`src/sv/prpt_pkg.sv`:
```
`timescale 1ns / 1ps
// ----------------------------------------------------------------------------
// prpt_pkg
// Shared types, constants and arithmetic helpers for the polygon rotate and
// point test core.
// ----------------------------------------------------------------------------
package prpt_pkg;

  localparam int MAX_VERTICES_DEF = 16;

  localparam int COORD_W    = 20;
  localparam int TRIG_W     = 16;
  localparam int CFG_DATA_W = 20;
  localparam int DIFF_W     = COORD_W + 1;
  localparam int PROD_W     = 2 * DIFF_W;
  localparam int COMB_W     = PROD_W + 1;
  localparam int TRIG_SHIFT = 14;
  localparam int RT_W       = COMB_W + 1 - TRIG_SHIFT;
  localparam int ROT_SUM_W  = RT_W + 1;
  localparam int AREA_SHIFT = 9;
  localparam int CNT_OUT_W  = 5;
  localparam int STEP_W     = 3;

  localparam logic [COMB_W:0] ROUND_BIAS = (COMB_W + 1)'(1 << (TRIG_SHIFT - 1));
  localparam logic signed [COORD_W-1:0] COORD_MAX = {1'b0, {(COORD_W - 1){1'b1}}};
  localparam logic signed [COORD_W-1:0] COORD_MIN = {1'b1, {(COORD_W - 1){1'b0}}};

  typedef enum logic [1:0] {
    ACT_CLEAR   = 2'd0,
    ACT_APPEND  = 2'd1,
    ACT_ADVANCE = 2'd2,
    ACT_QUERY   = 2'd3
  } act_t;

  typedef enum logic [1:0] {
    STAT_OK    = 2'd0,
    STAT_FULL  = 2'd1,
    STAT_EMPTY = 2'd2
  } stat_t;

  typedef enum logic [1:0] {
    CFG_ROT_COS = 2'd0,
    CFG_ROT_SIN = 2'd1,
    CFG_STEP_X  = 2'd2,
    CFG_STEP_Y  = 2'd3
  } cfg_idx_t;

  typedef enum logic {
    MUL_SUB = 1'b0,
    MUL_ADD = 1'b1
  } mul_op_t;

  typedef enum logic [3:0] {
    S_IDLE,
    S_EXEC,
    S_ADV_RD,
    S_ADV_X,
    S_ADV_Y,
    S_ADV_XR,
    S_ADV_YR,
    S_ADV_CTR,
    S_Q_RD0,
    S_Q_FIRST,
    S_Q_RD,
    S_Q_LOAD,
    S_Q_EDGE,
    S_Q_MUL,
    S_FINISH
  } state_t;

  typedef struct packed {
    act_t                      action;
    logic signed [COORD_W-1:0] pos_x;
    logic signed [COORD_W-1:0] pos_y;
  } cmd_item_t;

  typedef struct packed {
    logic                 inside_res;
    logic [CNT_OUT_W-1:0] count_now;
    stat_t                status;
  } res_item_t;

  typedef struct packed {
    logic signed [COORD_W-1:0] x;
    logic signed [COORD_W-1:0] y;
  } vertex_t;

  localparam int VERTEX_W = $bits(vertex_t);

  typedef struct packed {
    mul_op_t                  op;
    logic signed [DIFF_W-1:0] a1;
    logic signed [DIFF_W-1:0] b1;
    logic signed [DIFF_W-1:0] a2;
    logic signed [DIFF_W-1:0] b2;
  } mul_req_t;

  function automatic logic signed [DIFF_W-1:0] coord_diff(
    input logic signed [COORD_W-1:0] a,
    input logic signed [COORD_W-1:0] b
  );
    return {a[COORD_W-1], a} - {b[COORD_W-1], b};
  endfunction

  function automatic logic signed [DIFF_W-1:0] coord_add(
    input logic signed [COORD_W-1:0] a,
    input logic signed [COORD_W-1:0] b
  );
    return {a[COORD_W-1], a} + {b[COORD_W-1], b};
  endfunction

  function automatic logic signed [DIFF_W-1:0] trig_ext(input logic signed [TRIG_W-1:0] v);
    return {{(DIFF_W - TRIG_W){v[TRIG_W-1]}}, v};
  endfunction

  function automatic logic signed [RT_W-1:0] round_trig(input logic signed [COMB_W-1:0] v);
    logic [COMB_W:0] t;
    t = {v[COMB_W-1], v} + ROUND_BIAS;
    return t[COMB_W:TRIG_SHIFT];
  endfunction

  function automatic logic signed [COORD_W-1:0] sat_coord(
    input logic signed [ROT_SUM_W-1:0] v
  );
    logic fits;
    fits = (&v[ROT_SUM_W-1:COORD_W-1]) | ~(|v[ROT_SUM_W-1:COORD_W-1]);
    if (fits) begin
      return v[COORD_W-1:0];
    end
    return v[ROT_SUM_W-1] ? COORD_MIN : COORD_MAX;
  endfunction

  function automatic logic [COMB_W-1:0] abs_comb(input logic signed [COMB_W-1:0] v);
    return v[COMB_W-1] ? -v : v;
  endfunction

endpackage

```
`src/sv/prpt_mul2.sv`:
```
`timescale 1ns / 1ps
// ----------------------------------------------------------------------------
// prpt_mul2
// Shared arithmetic unit: two signed products registered, then their sum or
// difference registered.
// ----------------------------------------------------------------------------
module prpt_mul2 (
  input  logic                                 clk,
  input  prpt_pkg::mul_req_t                   req,
  output logic signed [prpt_pkg::COMB_W-1:0]   res
);

  logic signed [prpt_pkg::PROD_W-1:0] p1;
  logic signed [prpt_pkg::PROD_W-1:0] p2;
  prpt_pkg::mul_op_t                  op_r;

  always_ff @(posedge clk) begin
    p1   <= $signed(req.a1) * $signed(req.b1);
    p2   <= $signed(req.a2) * $signed(req.b2);
    op_r <= req.op;
  end

  always_ff @(posedge clk) begin
    if (op_r == prpt_pkg::MUL_ADD) begin
      res <= {p1[prpt_pkg::PROD_W-1], p1} + {p2[prpt_pkg::PROD_W-1], p2};
    end else begin
      res <= {p1[prpt_pkg::PROD_W-1], p1} - {p2[prpt_pkg::PROD_W-1], p2};
    end
  end

endmodule

```
`config.mk`:
```
export PLATFORM = sky130hd
export DESIGN_NAME = prpt_mul2
export DESIGN_NICKNAME = d
export VERILOG_FILES = /design/src/sv/prpt_pkg.sv /design/src/sv/prpt_mul2.sv
export SDC_FILE = /design/constraint.sdc
export NUM_CORES = 2
export LEC_CHECK = 0
export ABC_CLOCK_PERIOD_IN_PS = 19900
export BUFFER_PORTS_ARGS = -buffer_cell sky130_fd_sc_hd__buf_2
export CAP_MARGIN = 20
export CORE_MARGIN = 2
export CORE_UTILIZATION = 40
export DETAILED_ROUTE_END_ITERATION = 8
export PLACE_DENSITY_LB_ADDON = 0.05
export SETUP_SLACK_MARGIN = 0.02
export SLEW_MARGIN = 20
export SYNTH_ARGS = -nofsm -noshare
export SYNTH_HDL_FRONTEND = slang
export SYNTH_SLANG_ARGS = --single-unit
```
`constraint.sdc`:
```
create_clock -name clk -period 19.9 [get_ports clk]
set_input_delay 3.98 -clock clk [delete_from_list [all_inputs] [get_ports clk]]
set_output_delay 3.98 -clock clk [all_outputs]
set_load 0.02 [all_outputs]
```
======== Word-level counts from Yosys, hierarchy flattened ========
Index checks and enable logic that the tools add are counted.
word-level totals
  register bits ........................... 128
  bits of input ports ..................... 86
  output and inout port bits .............. 43
cells by class
  add/sub/neg operators ................... 2
  multipliers ............................. 2
  multiplexer cells ....................... 1
operators with widths
  kind                                            count
  21-bit by 21-bit multiplier with 42-bit output  2
  42-bit by 42-bit adder with 43-bit output       1
  43-bit two-way mux                              1
  42-bit by 42-bit subtractor with 43-bit output  1

======== Longest topological paths before layout ========
  depth after elaboration ................. 2
  mapped depth ............................ 27
  depth with buffers taken out ............ 25

======== Worst setup path after synthesis ========
Ideal clock, no wire load.
  kind .................................... input -> register
  start point ............................. in req[41] in the netlist's numbering
  end point ............................... reg p2[39] in the netlist's numbering
  library setup time ...................... 123 ps
  arrival ................................. 10030 ps
  data required time ...................... 19777 ps
  setup slack ............................. 9747 ps
  cell stages on the path ................. 23
  path buffers ............................ 2
  path through ............................ clkbuf_1 > nand2_1 > fa_1 > inv_1 > fa_1 > fa_1 > fa_1 > fa_1 > fa_1 > inv_1 > fa_1 > inv_1 > ha_1 > clkbuf_1 > a21o_1 > a21oi_1 > nand2_1 > a311oi_1 > a21boi_1 > o21ai_0 > a31oi_1 > o21bai_1 > xor2_1
between the ends
  cells in the longest elaborated chain, start to end .. 1
ends and longest elaborated chain
  what                                            line             text
  from (decl)                                     prpt_mul2.sv:9   input prpt_pkg::mul_req_t req,
  21-bit by 21-bit multiplier with 42-bit output  prpt_mul2.sv:19  p2 <= $signed(req.a2) * $signed(req.b2);
  to (signal assigned)                            prpt_mul2.sv:19
  to (decl)                                       prpt_mul2.sv:14  logic signed [prpt_pkg::PROD_W-1:0] p2;
No other way between the ends.

======== Worst setup path after layout ========
  start point ............................. in req[45] in the netlist's numbering
  end point ............................... reg p1[41] in the netlist's numbering
between the ends
  cells in the longest elaborated chain, start to end .. 1
ends and longest elaborated chain
  what                                            line             text
  21-bit by 21-bit multiplier with 42-bit output  prpt_mul2.sv:18  p1 <= $signed(req.a1) * $signed(req.b1);
  to (signal assigned)                            prpt_mul2.sv:18
  to (decl)                                       prpt_mul2.sv:13  logic signed [prpt_pkg::PROD_W-1:0] p1;
No other way between the ends.

==> qor.txt <==
Synthesized area - 38510 um2
Wire per inst - 17.28 um
Mapped Nets - 5499
DP Cell Count - 5437
Slowest cell delay on critical path - 710 ps
Detailed Route Iter0 Violations - 1112
Drt first pass iters - 4
Mapped Avg Cell Area - 9.107 um2
Critical path class - in -> reg
PnR worst setup slack - 9165 ps
Final setup vio count - 0
Synth Flop Type - dfxtp_1
Initial antenna violation count - 3
Asr flop ratio synth - 0%
Final Non-Filler Cells - 5468
CP delay by family, top - adder cells
Layout cells sized above 1 - 4.521%
Starting Density - 40.47%
Status - finished, final reports clean
Clk root buf - clkbuf_16
I/O Pins - 129
Core Region - 95150 um2
Diode count - 0
Yosys warnings - 0
Via density per instance - 4.858
CP Launch Point - req[45]
Clock transition at path regs - 60 ps
RSZ-0062 raised after global routing - false
Slew @ Worst Pin - 837.2 ps
Global Route Usage Sum - 20.48%
Worst Path Required - 20210 ps
Crit end category - flop
Crit-path max FO - 21
DP HPWL - 78420 um
Number of enable flip-flop cells after synthesis - 0
H-tree Lvls - 4
Setup Total Neg Slack - 0 ps
Worst path cell trace - buf_2 > nand2_1 > fa_1 > inv_1 > fa_1 > inv_1 > fa_1 > inv_1 > fa_1 > fa_1 > fa_1 > inv_1 > fa_1 > inv_1 > ha_1 > nand3_1 > nor2_1 > o21ai_0 > a31oi_1 > o21ai_2 > o211a_1 > a31o_2 > xnor2_1
Row cnt - 113
PortBufs - 128
Post-Syn Instances - 4229
Slew margin rel. - 43.85%
Tcrit/Tclk final - 53.95%
Fill cell count - 9645
#FFs+latches synth - 128
Final Max Tran Viols - 0
Deepest clock path buffer count - 2
Post-route ant nets - 0
Vias in the first global route - 29526
Gpl congestion - 0.8168
Die X - 314.3 um
Hold Buf Count CTS - 0
Final wirelength - 94500 um
Seq/Total Area, Yosys - 6.654%
Fmax - 93.15 MHz
Most frequent CP cell - fa_1
Setup bufs post-CTS - 0
Crit start category - primary input
Max cap viols - 0
Num CTS Buffers - 17
Buf+Inv Stages, Crit Path - 6
Setup Skew - 9.109 ps
Die Y - 314.3 um
Arrival time of the worst setup path - 11040 ps
Post-route DRC - 0
PostCTS Resize Cnt - 0
Grt ovf - 0
Largest net degree at the start of global routing - 44
Netlist cell types - 78
DR vias - 26566
Hold/Removal Path Class - reg -> reg
Global-route wire length before repair - 158500 um
Die ar. - 98780 um2
Final net count - 5461
Clock latency on the worst-skew pair - 430 ps
Slowest-stage cell, CP - fa_1
Hold_sp - p1[0]$_DFF_P_
R2r startpoint - p2[0]$_DFF_P_
Area grow syn2layout - 5.556%
CTS sink count - 128
CTS tree - yes
Hold Vio Cnt, Final - 0
Min Clock Period, post-route - 10740 ps
Worst slack, placed - 8750 ps
## worst register-to-register path: stages (launching register included)
cell      delay [ps]
dfxtp_1          330
nor3_1           250
nand2b_1         140
nor3_1           320
and2_1           280
nand2_1          180
nor4_1           580
and2_1           360
nor2_1            80
xnor2_1          150
ha_1             390
a21oi_1          310
o22ai_1          110
o21ai_0          160
nand2b_1         140
nor3_1           160
nand3_1          180
nand4_1          200
a311o_1          200
xnor2_1          120
## logic make-up (layout without fill, tap and decap cells)
family | Yosys count | count (layout) | share of synthesized area, %
AND/OR/NAND/NOR | 1211 | 1211 | 15.62
buffers and inverters | 1206 | 1180 | 11.76
adder cells (fa/ha/maj) | 1184 | 1184 | 56.38
AO/OA/AOI/OAI | 335 | 335 | 5.809
XOR/XNOR | 160 | 160 | 3.639
flip-flops | 128 | 128 | 6.654
multiplexers | 5 | 5 | 0.1332
## cells in the mapped netlist, drive strengths merged (3+ instances only)
library cell / number / area, um2
fa: 919 / 18400
a211oi: 16 / 135.1
clkbuf: 180 / 675.7
a211o: 4 / 35.03
and2: 405 / 2536
o41ai: 3 / 48.80
nor3b: 7 / 63.81
dfxtp: 128 / 2562
nor2: 127 / 476.7
and4: 5 / 43.79
a311oi: 4 / 35.03
mux2i: 4 / 40.04
nand2: 504 / 1892
or2: 3 / 18.77
o21ai: 52 / 271.5
nand2b: 24 / 150.1
inv: 1017 / 3817
o211ai: 9 / 67.56
xnor2: 98 / 858.3
ha: 265 / 3316
a21boi: 5 / 37.54
a21o: 47 / 352.8
or4: 4 / 33.78
xor2: 62 / 543.0
nor3: 38 / 190.2
a31oi: 10 / 62.56
and3: 12 / 75.07
nor4: 9 / 87.58
o22ai: 3 / 18.77
nor2b: 21 / 131.4
a2111oi: 3 / 45.05
o2111ai: 6 / 58.80
buf: 7 / 30.03
o21bai: 18 / 135.1
nand4: 10 / 62.56
nand3: 28 / 140.1
a21oi: 115 / 579.3
or3: 4 / 25.02
o21a: 18 / 135.1
## final timing paths
kind | end | slack, ps | cells past startpoint
min | res[0]$_DFF_P_ | 510 | 1
min reg2reg | res[0]$_DFF_P_ | 510 | 1
max reg2reg | res[42]$_DFF_P_ | 15170 | 19
max | p1[41]$_DFF_P_ | 9160 | 23
## state kept, by name (all words and copies together) (netlist names)
| name | count |
|---|---|
| p1 | 42 |
| p2 | 42 |
| res | 43 |
| op_r | 1 |
## placed cells by master, fill, tap and decap left out, types with 21 or more instances in the layout
cell type / synthesis / layout
a21o_1: 47 / 47
a21oi_1: 114 / 114
and2_1: 404 / 404
buf_2: 0 / 128
dfxtp_1: 128 / 128
fa_1: 919 / 919
ha_1: 265 / 265
inv_1: 1017 / 1017
nand2_1: 504 / 504
nand2b_1: 24 / 24
nand3_1: 28 / 28
nor2_1: 127 / 127
nor2b_1: 21 / 21
nor3_1: 38 / 38
o21ai_0: 44 / 44
xnor2_1: 98 / 98
xor2_1: 62 / 62
## metal layers
layer,wire length (um),vias to the layer above,global-route usage [%],share of wire (%)
li1,-,12354,-,-
met2,48820,298,36.62,52
met3,2441,50,1.924,2.6
met4,966,0,2.458,1.0
met1,42270,13864,27.67,45
met5,0,-,0,0
## cell type report
class	instances	area [um2]	area share, %
Timing Repair Buffer	130	655.6	1.613
Multi-Input combinational cell	2895	31420	77.29
Sequential cell	128	2562	6.303
Clock inverter	14	181.4	0.4463
Tap cell	1265	1583	3.894
Clock buffer	17	425.4	1.046
Inverter	1019	3825	9.409
## through the flow
stage | util [%] | cell area (um2) | hold slack, ps
floorplan | - | 38510 | 432.4
global placement | 42.08 | 40040 | 514.2
detailed placement | 42.08 | 40040 | 516.2
CTS | 42.72 | 40650 | 532.0
global route | 42.72 | 40650 | 545.0
finish | 42.72 | 40650 | 513.4
Power is left out: the tool's default activity adds up to more than one toggle a clock period on the data nets, which glitch-free logic cannot reach.
