**src/sv/prpt_pkg.sv**
```systemverilog
`timescale 1ns / 1ps
// ----------------------------------------------------------------------------
// prpt_pkg
// Shared types, constants and arithmetic helpers for the polygon rotate and
// point test core.
// ----------------------------------------------------------------------------
package prpt_pkg;

  localparam int MAX_VERTICES_DEF = 16;

  localparam int COORD_W    = 20;
  localparam int TRIG_W     = 16;
  localparam int CFG_DATA_W = 20;
  localparam int DIFF_W     = COORD_W + 1;
  localparam int PROD_W     = 2 * DIFF_W;
  localparam int COMB_W     = PROD_W + 1;
  localparam int TRIG_SHIFT = 14;
  localparam int RT_W       = COMB_W + 1 - TRIG_SHIFT;
  localparam int ROT_SUM_W  = RT_W + 1;
  localparam int AREA_SHIFT = 9;
  localparam int CNT_OUT_W  = 5;
  localparam int STEP_W     = 3;

  localparam logic [COMB_W:0] ROUND_BIAS = (COMB_W + 1)'(1 << (TRIG_SHIFT - 1));
  localparam logic signed [COORD_W-1:0] COORD_MAX = {1'b0, {(COORD_W - 1){1'b1}}};
  localparam logic signed [COORD_W-1:0] COORD_MIN = {1'b1, {(COORD_W - 1){1'b0}}};

  typedef enum logic [1:0] {
    ACT_CLEAR   = 2'd0,
    ACT_APPEND  = 2'd1,
    ACT_ADVANCE = 2'd2,
    ACT_QUERY   = 2'd3
  } act_t;

  typedef enum logic [1:0] {
    STAT_OK    = 2'd0,
    STAT_FULL  = 2'd1,
    STAT_EMPTY = 2'd2
  } stat_t;

  typedef enum logic [1:0] {
    CFG_ROT_COS = 2'd0,
    CFG_ROT_SIN = 2'd1,
    CFG_STEP_X  = 2'd2,
    CFG_STEP_Y  = 2'd3
  } cfg_idx_t;

  typedef enum logic {
    MUL_SUB = 1'b0,
    MUL_ADD = 1'b1
  } mul_op_t;

  typedef enum logic [3:0] {
    S_IDLE,
    S_EXEC,
    S_ADV_RD,
    S_ADV_X,
    S_ADV_Y,
    S_ADV_XR,
    S_ADV_YR,
    S_ADV_CTR,
    S_Q_RD0,
    S_Q_FIRST,
    S_Q_RD,
    S_Q_LOAD,
    S_Q_EDGE,
    S_Q_MUL,
    S_FINISH
  } state_t;

  typedef struct packed {
    act_t                      action;
    logic signed [COORD_W-1:0] pos_x;
    logic signed [COORD_W-1:0] pos_y;
  } cmd_item_t;

  typedef struct packed {
    logic                 inside_res;
    logic [CNT_OUT_W-1:0] count_now;
    stat_t                status;
  } res_item_t;

  typedef struct packed {
    logic signed [COORD_W-1:0] x;
    logic signed [COORD_W-1:0] y;
  } vertex_t;

  localparam int VERTEX_W = $bits(vertex_t);

  typedef struct packed {
    mul_op_t                  op;
    logic signed [DIFF_W-1:0] a1;
    logic signed [DIFF_W-1:0] b1;
    logic signed [DIFF_W-1:0] a2;
    logic signed [DIFF_W-1:0] b2;
  } mul_req_t;

  function automatic logic signed [DIFF_W-1:0] coord_diff(
    input logic signed [COORD_W-1:0] a,
    input logic signed [COORD_W-1:0] b
  );
    return {a[COORD_W-1], a} - {b[COORD_W-1], b};
  endfunction

  function automatic logic signed [DIFF_W-1:0] coord_add(
    input logic signed [COORD_W-1:0] a,
    input logic signed [COORD_W-1:0] b
  );
    return {a[COORD_W-1], a} + {b[COORD_W-1], b};
  endfunction

  function automatic logic signed [DIFF_W-1:0] trig_ext(input logic signed [TRIG_W-1:0] v);
    return {{(DIFF_W - TRIG_W){v[TRIG_W-1]}}, v};
  endfunction

  function automatic logic signed [RT_W-1:0] round_trig(input logic signed [COMB_W-1:0] v);
    logic [COMB_W:0] t;
    t = {v[COMB_W-1], v} + ROUND_BIAS;
    return t[COMB_W:TRIG_SHIFT];
  endfunction

  function automatic logic signed [COORD_W-1:0] sat_coord(
    input logic signed [ROT_SUM_W-1:0] v
  );
    logic fits;
    fits = (&v[ROT_SUM_W-1:COORD_W-1]) | ~(|v[ROT_SUM_W-1:COORD_W-1]);
    if (fits) begin
      return v[COORD_W-1:0];
    end
    return v[ROT_SUM_W-1] ? COORD_MIN : COORD_MAX;
  endfunction

  function automatic logic [COMB_W-1:0] abs_comb(input logic signed [COMB_W-1:0] v);
    return v[COMB_W-1] ? -v : v;
  endfunction

endpackage

```
**src/sv/prpt_vertex_mem.sv**
```systemverilog
`timescale 1ns / 1ps
// ----------------------------------------------------------------------------
// prpt_vertex_mem
// Single-port-write, single-port-read vertex store with a registered read.
// ----------------------------------------------------------------------------
module prpt_vertex_mem #(
  parameter int DEPTH = prpt_pkg::MAX_VERTICES_DEF,
  parameter int WIDTH = prpt_pkg::VERTEX_W
) (
  input  logic                     clk,
  input  logic                     we,
  input  logic [$clog2(DEPTH)-1:0] waddr,
  input  logic [WIDTH-1:0]         wdata,
  input  logic                     re,
  input  logic [$clog2(DEPTH)-1:0] raddr,
  output logic [WIDTH-1:0]         rdata
);

  logic [WIDTH-1:0] mem [DEPTH];

  always_ff @(posedge clk) begin
    if (we) begin
      mem[waddr] <= wdata;
    end
  end

  always_ff @(posedge clk) begin
    if (re) begin
      rdata <= mem[raddr];
    end
  end

endmodule

```
**config.mk**
```make
export PLATFORM = sky130hd
export DESIGN_NAME = prpt_vertex_mem
export DESIGN_NICKNAME = d
export VERILOG_FILES = /design/src/sv/prpt_pkg.sv /design/src/sv/prpt_vertex_mem.sv
export SDC_FILE = /design/constraint.sdc
export NUM_CORES = 1
export LEC_CHECK = 0
export ABC_CLOCK_PERIOD_IN_PS = 10500
export BUFFER_PORTS_ARGS = -buffer_cell sky130_fd_sc_hd__buf_2
export CORE_ASPECT_RATIO = 0.8
export CORE_MARGIN = 2
export CORE_UTILIZATION = 65
export DETAILED_ROUTE_END_ITERATION = 6
export PLACE_DENSITY = 0.83
export RECOVER_POWER = 100
export SYNTH_ARGS = -nofsm -noshare
export SYNTH_HDL_FRONTEND = slang
export SYNTH_SLANG_ARGS = --single-unit
```
**constraint.sdc**
```tcl
create_clock -name clk -period 10.5 [get_ports clk]
set_input_delay 2.625 -clock clk [delete_from_list [all_inputs] [get_ports clk]]
set_output_delay 2.625 -clock clk [all_outputs]
set_load 0.02 [all_outputs]
```
Word level (Yosys, flattened, before mapping)
Memories as Yosys holds them, arrays and structs flattened. A register that Yosys moved wholly into a read port is not among the register bits. Cells that the tools add are included.

Register bits after elaboration: 0. Memory bits (writable): 640. Input port bits: 51. Output and inout bits: 40. Word-level logic and storage cells: 3. Memories kept: 1.

Muxes and demuxes: 2.

Memory list: mem (words 16, width 40, read ports 1, clocked after memory_dff 1, write ports 1, line prpt_vertex_mem.sv:19) `logic [WIDTH-1:0] mem [DEPTH];`.

Operators by type and width (count): $mux 1 (2).

Depth between registers and ports, before layout
Gate-level depths: netlist of run 1.

Depth in word-level cells: 2. Gate-level depth with buffers: 6. Mapped depth without buffers: 3.

Least setup slack after synthesis of run 1
OpenSTA, ideal clock, no wires.

Kind: input -> register. Start: in waddr[2]. End: mem mem[0][0] in the netlist's numbering (enable). Library setup time: 0.487 ns. Arrival time: 5.880 ns. Required time: 10.013 ns. Path slack: 4.133 ns. Stages on the path: 2. Buffers on the path: 0. Cells stage by stage: or3b_2 -> nor3_1.

RTL lines: start: declaration (line prpt_vertex_mem.sv:12) `input logic [$clog2(DEPTH)-1:0] waddr,`; end: declaration (line prpt_vertex_mem.sv:19).

No word-level cell before the write port.

==> results.cfg, run 1 <==
[outcome]
status = finished, violations left
violations = capacitance limit, slew limit

[detailed_routing]
vias_per_cell = 6.87
drtIter0Drc = 1709
antenna_left = 0
drt_wl_total_um = 56800
drc = 0
wl_per_cell_um = 32.6
num_vias = 12000
drt-pass1-iter-count = 5

[grt]
grt_pass1_vias = 12400
antenna_found_initial = 2
grt_usage_pct = 28.6
grt_pass1_wl_um = 82100
grt_max_degree = 98
gr-total-overflow = 0

[pwr]
ir_drop_mv = 0.147
powerDensity_nw_per_um2 = 195
p_leak_nw = 8.94

[synthesis]
yosys_register_bits = 680
ys_warn_count = 0
yosysTopAreaCellShare_pct = 80.0
synth_seq_area_share_pct = 80.0
async_reset_ff_share_pct = 0
synth_area_leader_cell = edfxtp_1
yosys-top-cells-area = edfxtp_1 80%, mux4_2 8.8%, mux4_1 6.2%, a22oi_1 2.4%, buf_12 0.86%
yosysUniqueCellTypes = 18
synth_edf_count = 680
syn-num-nets = 1091
avgSynthCellArea_um2 = 24.5
yosysMostFrequentCell = edfxtp_1
ys_top_cells_by_count = 680 x edfxtp_1, 100 x mux4_2, 80 x a22oi_1
synthCells = 1040
syn_area_um2 = 25500
synthFlopType = edfxtp_1

[timing]
drv_slew = 842
hold_viol_final = 0
min_period_ns = 6.81
setup_slack_ns = 3.69
post-route-period-util_pct = 64.8
grt_setup_unrepaired = no
slew_headroom_pct = -153
max_freq_mhz = 147
worst_slew_pin_slew_ns = 3.79
setup_viol = 0
tns_ns = 0
finClkSkew_ns = 0.0184

[die]
dieArea_um2 = 40900
core_area_um2 = 38500
die_w_um = 226
start_util_pct = 66.3
core.rowCount = 64
num_io_pins = 91
dieHeight_um = 181

[clock_tree]
cts.clk_slew.worst_paths_ns = 0.07
cts_setup_buffers = 0
cts-hold-fix-buffers = 0
htree_levels = 2
clock_path_buffers = 3
cts_tree = built
cts_made_buffers = 59
cts.sinks = 680
clk_latency_ns = 0.61
cts_resized = 0
clock_tree.root_cell = clkbuf_16

[flow_run]
max_cap_violations = 20

[layout]
fill_cells = 2071
syn_to_final_growth_pct = 10.8
drive_above_1_share_pct = 17.9
area.sequential_um2 = 20400
finalNetCount = 1213
multi_input_area_um2 = 4820

[place]
io_buffers = 90
place_congestion = 0.676
dp_hpwl_um = 23500
pre_cts_slack_ns = 5.11

[worst_setup_path]
cp_data_required_time_ns = 10.85
worstSetupPathType = in2reg
crit_path_start_kind = input pin
crit_fanout = 77
critPathArrivalTime_ns = 7.16
endpoint_kind = flip-flop

[min_path]
hold_class = reg2reg
==> power breakdown <==
group	leakage [nW]	internal (W)	total [W]	switching (W)
Sequential	6.18	0.00306	0.00308	0.0000214
Clock	0.946	0.00120	0.00215	0.000949
Combinational	1.82	0.0000974	0.000265	0.000167
==> critical path, cell delays in order <==
cell	delay (ns)
buf_8	0.59
clkbuf_1	2.73
mux4_2	0.77
a22oi_1	0.27
nand2_1	0.11
==> cell families after synthesis <==
| family | Yosys count | share of synthesized area (%) |
|---|---|---|
| compound gates | 80 | 2.35 |
| mux | 160 | 15.0 |
| flops | 680 | 80.0 |
| simple gates | 67 | 1.11 |
| buf+inv | 53 | 1.57 |
==> layer usage <==
| metal | wire, um | vias up | GRT usage, % |
|---|---|---|---|
| met2 | 28200 | 810 | 45.8 |
| met1 | 21200 | 6254 | 41.4 |
| met5 | 0 | - | 0 |
| met4 | 1480 | 0 | 8.72 |
| li1 | - | 4787 | - |
| met3 | 5940 | 115 | 5.37 |
==> through the flow <==
step / area [um2] / utilization [%] / total power (W) / hold WS, ns / cells
floorplan: 25500 / - / 0.00329 / 0.698 / 1040
global placement: 26600 / 69.0 / 0.00338 / 0.717 / 1629
detailed placement: 26600 / 69.0 / 0.00340 / 0.727 / 1629
CTS: 28500 / 73.9 / 0.00552 / 0.739 / 1740
global route: 28300 / 73.4 / 0.00564 / 0.775 / 1740
finish: 28300 / 73.4 / 0.00550 / 0.740 / 1742
==> path summary, 6_finish.rpt <==
check                           depth (start not counted)       start  slack (ns)        end
worst max-delay path                                    5    raddr[0]        3.69  rdata[32]
worst min-delay path                                    3  mem[12][6]        0.74   rdata[6]
worst max register to register                          3  mem[5][12]        8.96  rdata[12]
worst min register to register                          3  mem[12][6]        0.74   rdata[6]
==> area by class of cell <==
type / count / area share (%)
Multi-Input combinational cell: 307 / 17.1
Tap cell: 528 / 2.34
Sequential cell: 680 / 72.2
Clock buffer: 69 / 5.50
Timing Repair Buffer: 114 / 1.65
Clock inverter: 42 / 1.23
Antenna cell: 2 / 0.0177
==> layout by cell type, fill, tap and decap left out <==
| cell | count |
|---|---|
| buf_2 | 5 |
| a22oi_1 | 80 |
| nor3_2 | 1 |
| nor2_1 | 1 |
| clkinvlp_4 | 2 |
| buf_6 | 1 |
| nand2b_1 | 2 |
| nor2b_4 | 2 |
| clkbuf_16 | 61 |
| bufinv_16 | 6 |
| clkinv_1 | 14 |
| nor3_1 | 3 |
| mux4_1 | 60 |
| and2_2 | 1 |
| or3b_2 | 1 |
| nor2_4 | 12 |
| buf_4 | 4 |
| nand3_1 | 1 |
| clkbuf_1 | 111 |
| buf_8 | 1 |
| clkinv_2 | 20 |
| diode_2 | 2 |
| nand3b_1 | 2 |
| mux4_2 | 100 |
| edfxtp_1 | 680 |
| nand2_1 | 41 |
==> flip-flops by register name (all words and copies together), names as in the netlist <==
name   flops
rdata     40
mem      640
Note: power is estimated with default switching activity, not from simulation.
==> inputs of run 2 (changes only) <==
Settings changed: ABC_CLOCK_PERIOD_IN_PS 10500 to 7100, CORE_UTILIZATION 65 to 61, PLACE_DENSITY 0.83 to 0.79.
Clock period 10.5 ns to 7.1 ns, I/O delays scaled along.
==> results.cfg, run 2 (same netlist as run 1, synthesis figures left out) <==
[min_path]
min_path_cells = 3
min_to = rdata[24]
worstHoldStart = mem[15][24]
hold_class = reg2reg

[detailed_routing]
wl_per_cell_um = 30.4
vias_per_cell = 6.63
drc = 0
antenna_left = 0
drt_wl_total_um = 53800
num_vias = 11700
drt-pass1-iter-count = 6
drtIter0Drc = 1477

[grt]
grt_max_degree = 98
grt_usage_pct = 25.4
grt_pass1_vias = 12100
antenna_found_initial = 4
gr-total-overflow = 0
grt_pass1_wl_um = 79000

[timing]
finClkSkew_ns = 0.0241
tns_ns = 0
grt_setup_unrepaired = no
setup_viol = 0
worst_slew_pin_slew_ns = 3.74
hold_viol_final = 0
slew_headroom_pct = -150
max_freq_mhz = 187
post-route-period-util_pct = 75.1
drv_slew = 725
min_period_ns = 5.33

[layout]
largest_reg_flops = 640
top_register = mem
reg_top3 = mem: 640 flops, rdata: 40 flops
fill_cells = 2539
syn_to_final_growth_pct = 10.9
final_common_cell = edfxtp_1
final_cell_mix = 680 x edfxtp_1, 109 x clkbuf_1, 100 x mux4_2
instances_no_fill = 1770
finalNetCount = 1215
drive_above_1_share_pct = 17.9
area.sequential_um2 = 20400
multi_input_area_um2 = 4800

[pwr]
power_frac_comb_pct = 4.7
p_sw_share_pct = 20.7
power.share.sequential_pct = 56.2
p_int_w = 0.00643
powerDensity_nw_per_um2 = 286
ir_drop_mv = 0.198
p_switching_w = 0.00168
clkPwrFrac_pct = 39.1
p_leak_nw = 8.96

[worst_setup_path]
critPathArrivalTime_ns = 5.49
r2r_cells = 3
cp_data_required_time_ns = 7.26
reg2reg_to = rdata[8]
crit_fanout = 31
r2r_slack_ns = 5.55
r2r-start = mem[11][8]
endpoint_kind = flip-flop
worstSetupPathType = in2reg
crit_path_start_kind = input pin

[clock_tree]
clk_latency_ns = 0.61
cts.sinks = 680
htree_levels = 2
cts_made_buffers = 61
cts_tree = built
cts-hold-fix-buffers = 0
cts_resized = 0
cts_setup_buffers = 0
clock_path_buffers = 3
clock_tree.root_cell = clkbuf_16
cts.clk_slew.worst_paths_ns = 0.06

[outcome]
status = finished, violations left
violations = capacitance limit, slew limit

[die]
dieArea_um2 = 43500
num_io_pins = 91
dieHeight_um = 187
core.rowCount = 67
core_area_um2 = 41600
die_w_um = 233
start_util_pct = 61.4

[place]
place_congestion = 0.706
io_buffers = 90
dp_hpwl_um = 24300
post-place-cells = 1653

[flow_run]
max_cap_violations = 19
run 2: changes by cell type in the layout (fill, tap and decap cells not counted), moves of 2 or more:
cell / before / now
clkinv_2: 20 / 16
buf_4: 4 / 7
clkbuf_16: 61 / 63
bufinv_16: 6 / 4
clkbuf_1: 111 / 109
nor2_1: 1 / 4
nor2_4: 12 / 9
run 2: critical path: stages:
cell	delay (ns)
clkbuf_1	0.10
or3b_2	0.53
nor2_1	1.09
clkbuf_1	1.96
run 2: power by group through the flow:
stage / Combinational [W] / Sequential [W] / Clock [W]
final: 0.000381 / 0.00456 / 0.00317
after global routing: 0.000409 / 0.00456 / 0.00336
after CTS: 0.000395 / 0.00455 / 0.00321
after detailed placement: 0.000392 / 0.00464 / 0
after global placement: 0.000380 / 0.00463 / 0
after floorplan: 0.000217 / 0.00465 / 0
run 2: final cells by class:
type	count	area share, %
sequential	680	72.1
multi-input combinational	307	16.9
clock buffer	74	5.71
tap	552	2.44
timing repair buffer	114	1.72
clock inverter	40	1.07
antenna	3	0.0265
run 2: metal layers:
metal	up-vias	track usage, %	share of wire, %
li1	4788	-	-
met1	6199	37.8	40
met3	93	4.79	9.0
met2	651	39.9	49
met4	4	6.71	2.1
met5	-	0	0.048
run 2: worst max-delay path by stage:
stage	start	endpoint	slack, ns	cells after the start
2_1_floorplan	waddr[2]	mem[0][0]	1.58	2
3_3_place_gp	raddr[0]	rdata[15]	2.83	5
3_5_place_dp	raddr[0]	rdata[31]	2.80	5
4_1_cts	raddr[0]	rdata[31]	3.43	5
5_1_grt	waddr[2]	mem[2][7]	1.68	4
6_report	waddr[2]	mem[1][0]	1.77	4
run 2: stage by stage:
| stage | hold slack, ns | utilization [%] | area [um2] | total power [W] | setup WS (ns) |
|---|---|---|---|---|---|
| final | 0.732 | 68.1 | 28300 | 0.00811 | 1.77 |
| after global routing | 0.760 | 68.1 | 28300 | 0.00833 | 1.68 |
| after CTS | 0.745 | 68.6 | 28500 | 0.00816 | 3.43 |
| after detailed placement | 0.729 | 64.0 | 26600 | 0.00503 | 2.80 |
| after global placement | 0.713 | 64.0 | 26600 | 0.00501 | 2.83 |
| after floorplan | 0.698 | - | 25500 | 0.00487 | 1.58 |
==> inputs of run 3 (changes only) <==
Settings changed: ABC_CLOCK_PERIOD_IN_PS 7100 to 5500.
Clock period 7.1 ns to 5.5 ns, I/O delays scaled along.
==> results.cfg, run 3 (same netlist as run 1, synthesis figures left out) <==
[timing]
min_period_ns = 4.19
setup_slack_ns = 1.31
worst_slew_pin_slew_ns = 3.47
drv_slew = 234
slew_headroom_pct = -131
max_freq_mhz = 238
holdWs_ns = 0.735
finClkSkew_ns = 0.0235
grt_setup_unrepaired = no
hold_viol_final = 0
tns_ns = 0
post-route-period-util_pct = 76.3
setup_viol = 0

[place]
dp_hpwl_um = 26400
pre_cts_slack_ns = 1.89
io_buffers = 90
post-place-cells = 1663
place_congestion = 0.719

[die]
die_w_um = 233
core.rowCount = 67
core_area_um2 = 41600
dieHeight_um = 187
start_util_pct = 61.4
num_io_pins = 91
dieArea_um2 = 43500

[detailed_routing]
drtIter0Drc = 1411
vias_per_cell = 6.53
drt_wl_total_um = 52400
num_vias = 11600
drc = 0
drt-pass1-iter-count = 5
wl_per_cell_um = 29.5
antenna_left = 0

[clock_tree]
cts_made_buffers = 60
cts_tree = built
cts.sinks = 680
cts_setup_buffers = 0
htree_levels = 2
cts.clk_slew.worst_paths_ns = 0.06
clock_tree.root_cell = clkbuf_16
cts_resized = 0
clk_latency_ns = 0.62
cts-hold-fix-buffers = 0
clock_path_buffers = 3

[min_path]
hold_class = reg2reg
min_path_cells = 3

[layout]
drive_above_1_share_pct = 17.8
top_register = mem
finalNetCount = 1224
reg_top3 = mem: 640 flops, rdata: 40 flops
final_cell_mix = 680 x edfxtp_1, 103 x clkbuf_1, 100 x mux4_2
syn_to_final_growth_pct = 10.9
largest_reg_flops = 640
instances_no_fill = 1776
final_common_cell = edfxtp_1
final_util_pct = 68.1

[worst_setup_path]
worstSetupPathType = in2reg
cp_top_family = buffers and inverters
crit_fanout = 90
critPathMaxStageDelay_ns = 1.80
cp_num_buf_inv = 2
critPathArrivalTime_ns = 4.54
cpMaxStageDelayCell = clkbuf_2
path_cells = clkbuf_2, buf_4, mux4_2, a22oi_1, nand2_1
cp.depth = 5
cp_data_required_time_ns = 5.85
r2r_cells = 3
crit_path_start_kind = input pin
endpoint_kind = flip-flop

[pwr]
powerDensity_nw_per_um2 = 366
ir_drop_mv = 0.259
p_leak_nw = 8.99

[grt]
antenna_found_initial = 4
grt_pass1_vias = 12000
gr-total-overflow = 0
grt_usage_pct = 24.7
grt_max_degree = 91
grt_pass1_wl_um = 76700

[outcome]
violations = capacitance limit, slew limit
status = finished, violations left

[flow_run]
max_cap_violations = 9
run 3: cell types whose count changed in the layout (fill, tap and decap cells not counted), sizes merged:
cell / previous run / this run
buf: 15 / 30
clkbuf: 173 / 167
clkinv: 32 / 28
inv: 1 / 2
run 3: final timing paths:
kind	start	to	slack, ns
min reg2reg	mem[12][39]	rdata[39]	0.74
min	mem[12][39]	rdata[39]	0.74
max reg2reg	mem[5][19]	rdata[19]	3.91
max	raddr[1]	rdata[14]	1.31
run 3: final cells by class:
cell class	instances	area, um2
sequential	680	20400
fill	2547	13300
multi-input combinational	307	4750
clock buffer	73	1550
tap	552	691
timing repair buffer	124	603
clock inverter	37	297
antenna	3	7.51
run 3: metrics by stage:
step	cell area (um2)	total power, W
floorplan	25500	0.00629
global placement	26700	0.00647
detailed placement	26700	0.00649
CTS	28500	0.0104
global route	28300	0.0106
finish	28300	0.0104
run 3: per-layer routing:
metal  wire length, um  GRT usage, %
met5                12         0.446
met4              1130          6.49
met3              4700          5.37
met2             25600          39.3
met1             20900          35.5
run 3: worst reg2reg max path, cell delays in order (launching register included):
cell,delay (ns)
edfxtp_1,0.37
mux4_1,0.55
a22oi_1,0.20
nand2_1,0.17
run 3: power by group:
part           total, W  internal, W  leakage (nW)  switching, W
sequential      0.00588      0.00584          6.18     0.0000351
combinational  0.000500     0.000188          1.92      0.000312
clock           0.00398      0.00219         0.889       0.00179
total            0.0104      0.00822          8.99       0.00214
